## src/design/cfm_ram.sv

```systemverilog
// Generic single-port-write, single-read RAM with registered read data.
// No dependencies.
`default_nettype none
module cfm_ram #(
  parameter int unsigned WIDTH = 8,
  parameter int unsigned DEPTH = 64
) (
  input  wire logic                     clk_i,
  input  wire logic                     we_i,
  input  wire logic [$clog2(DEPTH)-1:0] waddr_i,
  input  wire logic [WIDTH-1:0]         wdata_i,
  input  wire logic [$clog2(DEPTH)-1:0] raddr_i,
  output logic      [WIDTH-1:0]         rdata_o
);
  logic [WIDTH-1:0] mem [DEPTH];
  always_ff @(posedge clk_i) begin
    if (we_i) mem[waddr_i] <= wdata_i;
    rdata_o <= mem[raddr_i];
  end
endmodule
`default_nettype wire

```

## config.mk

```make
export PLATFORM = sky130hd
export DESIGN_NAME = cfm_ram
export DESIGN_NICKNAME = d
export VERILOG_FILES = /design/src/design/cfm_ram.sv
export SDC_FILE = /design/constraint.sdc
export NUM_CORES = 1
export LEC_CHECK = 0
export BUFFER_PORTS_ARGS = -buffer_cell sky130_fd_sc_hd__buf_2
export CAP_MARGIN = 20
export CORE_ASPECT_RATIO = 0.9
export CORE_UTILIZATION = 48
export DETAILED_ROUTE_END_ITERATION = 7
export PLACE_DENSITY = 0.6
export SLEW_MARGIN = 10
export SYNTH_ARGS = -nofsm -noshare
export SYNTH_HDL_FRONTEND = slang
export SYNTH_SLANG_ARGS = --single-unit
```

## constraint.sdc

```tcl
create_clock -name clk_i -period 2.5 [get_ports clk_i]
set_input_delay 0.125 -clock clk_i [delete_from_list [all_inputs] [get_ports clk_i]]
set_output_delay 0.125 -clock clk_i [all_outputs]
set_load 0.005 [all_outputs]
```

== Yosys cells after proc, flatten, opt, wreduce, memory -nomap -nowiden ==
Memories as Yosys holds them, arrays and structs flattened. A register that Yosys moved wholly into a read port is not among the register bits.
Index checks and enable logic that the tools add are counted.

* Mux-type cells: 2

{| class="wikitable"
|+ Operators with widths
! operator !! number
|-
| $mux W1 || 2
|}

* Flip-flop bits (word level): 0
* Memory bits (writable): 512
* Output and inout port bits: 8
* Memories kept: 1

{| class="wikitable"
|+ Memories
! memory !! words !! width !! rd ports !! clocked after memory_dff !! write ports !! line !! source
|-
| mem || 64 || 8 || 1 || 1 || 1 || 15 || <nowiki>logic [WIDTH-1:0] mem [DEPTH];</nowiki>
|}

== Logic depth before layout (Yosys ltp) ==
* Depth in word-level cells: 2
* Gate-level depth with buffers: 9
* Mapped depth without buffers: 5

== Least setup slack after synthesis ==
No wires, ideal clock.

* Path kind: input-to-reg
* Start point: in raddr_i[1]
* End point: reg rdata_o[3] (read register of mem)
* Setup time: 0.128 ns
* Arrival time: 1.665 ns
* Required time: 2.372 ns
* Slack: 0.707 ns
* Cell stages on the path: 7
* Cells stage by stage: buf_4 buf_2 buf_2 mux4_2 mux4_2 o21ai_1 o41ai_1

{| class="wikitable"
|+ RTL lines
! what !! line !! source
|-
| from (decl) || 12 || <nowiki>input wire logic [$clog2(DEPTH)-1:0] raddr_i,</nowiki>
|-
| to (decl) || 13 || <nowiki>output logic [WIDTH-1:0] rdata_o</nowiki>
|}

==> impl_metrics.tcl <==
set metrics [dict create \
    outcome "finished, final reports clean" \
    clk_latency_ps 590 \
    avgSynthCellArea_um2 21.5 \
    ys.flop_type "edfxtp_1" \
    maxUsedRoutingLayer "met5" \
    ios 30 \
    cp_max_fo 1 \
    synth_edf_count 512 \
    place_congestion 0.855 \
    seq_area_frac_synth_pct 77.0 \
    clock-sinks 520 \
    fmax_ghz 0.460 \
    die_y_um 196 \
    final_nets 1122 \
    die_area_mm2 0.0428 \
    grt_pass1_wl_um 68100 \
    wl_met1_um 20300 \
    ys_async_sr_fraction_pct 0 \
    synth_area_mm2 0.0202 \
    power_uw 18100 \
    most-common-layout-cells "edfxtp_1, mux4_2, buf_4" \
    post_cts_buffers 0 \
    rsz0062_at_grt "false" \
    core-area_mm2 0.0410 \
    drv_cap 0 \
    final_common_cell "edfxtp_1" \
    setup_viol 0 \
    yosys_warnings 0 \
    finalHoldViolCount 0 \
    grt_usage_pct 22.4 \
    num_vias 9881 \
    ctsLongestPathBuffers 3 \
    grt_pass1_vias 10100 \
    drt_iter0_drc 929 \
    timing_worst_slew_pin_value_ps 948 \
    cp_data_required_time_ps 2940 \
    synth_nets 962 \
    clkTransAtPathRegs_ps 60 \
    start_kind "flop" \
    viasPerCell 5.88 \
    antenna_found_initial 4 \
    drive_gt1_share_pct 32.0 \
    clock-skew-final_ps 22.2 \
    critPathKind "reg2reg" \
    wl_met3_um 3290 \
    drc 0 \
    final_util_pct 57.2 \
    cts_max_level 2 \
    timing.final.crit_share_pct 87.0 \
    power.density_mw_per_mm2 773 \
    cts_tree "done" \
    post_cts_resized 0 \
    min_path_type "in2reg" \
    ys_types 40 \
    slew_headroom_pct 36.8 \
    num_rows 70 \
    ys_ff_latch 520 \
    rr_worst_depth 5 \
    register_area_mm2 0.0155 \
    arrival_ps 2610 \
    ant_nets 0 \
    totalWireLength_um 46000 \
    root_buffer "clkbuf_16" \
    leakagePower_uw 0.00758 \
    peakVddDrop_uv 482 \
    fillerInstances 3050 \
    drv_slew 0 \
    wl_met2_um 21300 \
    grt_overflow_total 0 \
    multi_input_area_mm2 0.00432 \
    first_pass_iters 5 \
    post_drt_wl_per_cell_um 27.4 \
    grt_max_degree 50 \
    holdPathStages 1 \
    io_buffers 29 \
    syn_to_final_growth_pct 16.2 \
    cts_made_buffers 51 \
    hpwl_um 29800 \
    initial_utilization_pct 49.2 \
    syn-instance-count 940 \
    cts_hold_buf 4 \
    dieWidth_um 218 \
    cp-end-kind "flop" \
    fin_crit_ps 2170 \
]
## per-layer routing
layer  GRT usage [%]  vias up
li1                -     4253
met5               0        -
met4            6.27        4
met3            4.58       73
met2            33.8      346
met1            33.3     5205
## power by group
| group | switching [µW] | internal, µW |
|---|---|---|
| sequential | 21.7 | 9650 |
| combinational | 564 | 392 |
| clock | 3140 | 4350 |
## worst max-delay path, stage by stage (launching register included)
cell and delay [ps]:
edfxtp_1 390, mux4_2 450, mux2_2 280, o221a_2 270, nor3_1 470, o32ai_1 170
## path summary, 6_finish.rpt
kind               from    endpoint  slack [ps]
min          wdata_i[5]  mem[49][5]          60
min reg2reg  mem[18][0]  rdata_o[0]         840
max reg2reg  mem[24][6]  rdata_o[6]         330
max          mem[24][6]  rdata_o[6]         330
## final cells by class
type / count / area share, %
sequential: 520 / 66.3
clock buffer: 70 / 6.02
antenna: 1 / 0.0107
tap: 540 / 2.88
multi-input combinational: 369 / 18.4
timing repair buffer: 158 / 5.44
clock inverter: 23 / 0.908
## Yosys cell counts, types with 3 or more instances
master	count	area, µm²
edfxtp_1	512	15400
mux4_2	126	2840
nor2_1	83	312
mux2i_1	23	230
nand2_1	19	71.3
clkbuf_1	17	63.8
nor2b_1	14	87.6
buf_4	13	97.6
mux2_2	13	146
nand3_1	13	65.1
buf_2	11	55.1
dfxtp_1	8	160
o221ai_1	8	70.1
o22ai_1	8	50.1
nand2b_1	7	43.8
nor3_1	7	35.0
a221oi_1	6	52.6
a211oi_1	4	30.0
buf_1	4	15.0
buf_6	4	45.0
a21oi_1	3	15.0
a22oi_1	3	22.5
nand3b_1	3	22.5
o2111ai_1	3	26.3
o2bb2ai_1	3	26.3
## per-stage QoR
step	setup WS, ps	setup TNS, ps	cells	cell area, µm²	hold WS [ps]
2_1_floorplan	707	0	940	20200	224
3_3_place_gp	-54.3	-54.3	1583	21800	529
3_5_place_dp	-84.7	-84.7	1583	21800	526
4_1_cts	290	0	1680	23400	34.9
5_1_grt	261	0	1680	23400	67.0
6_report	325	0	1681	23400	61.5
## sequential cells by signal (all words and copies together), names as in the netlist
signal / count
mem: 512
rdata_o: 8
## cell families after synthesis
group | after synthesis | synth area share [%]
buffers and inverters | 51 | 1.57
muxes | 162 | 15.9
and+or+nand+nor | 153 | 3.39
AOI/OAI and AO/OA | 54 | 2.07
DFF | 520 | 77.0
No activity file was read; power rests on OpenSTA's default activity.
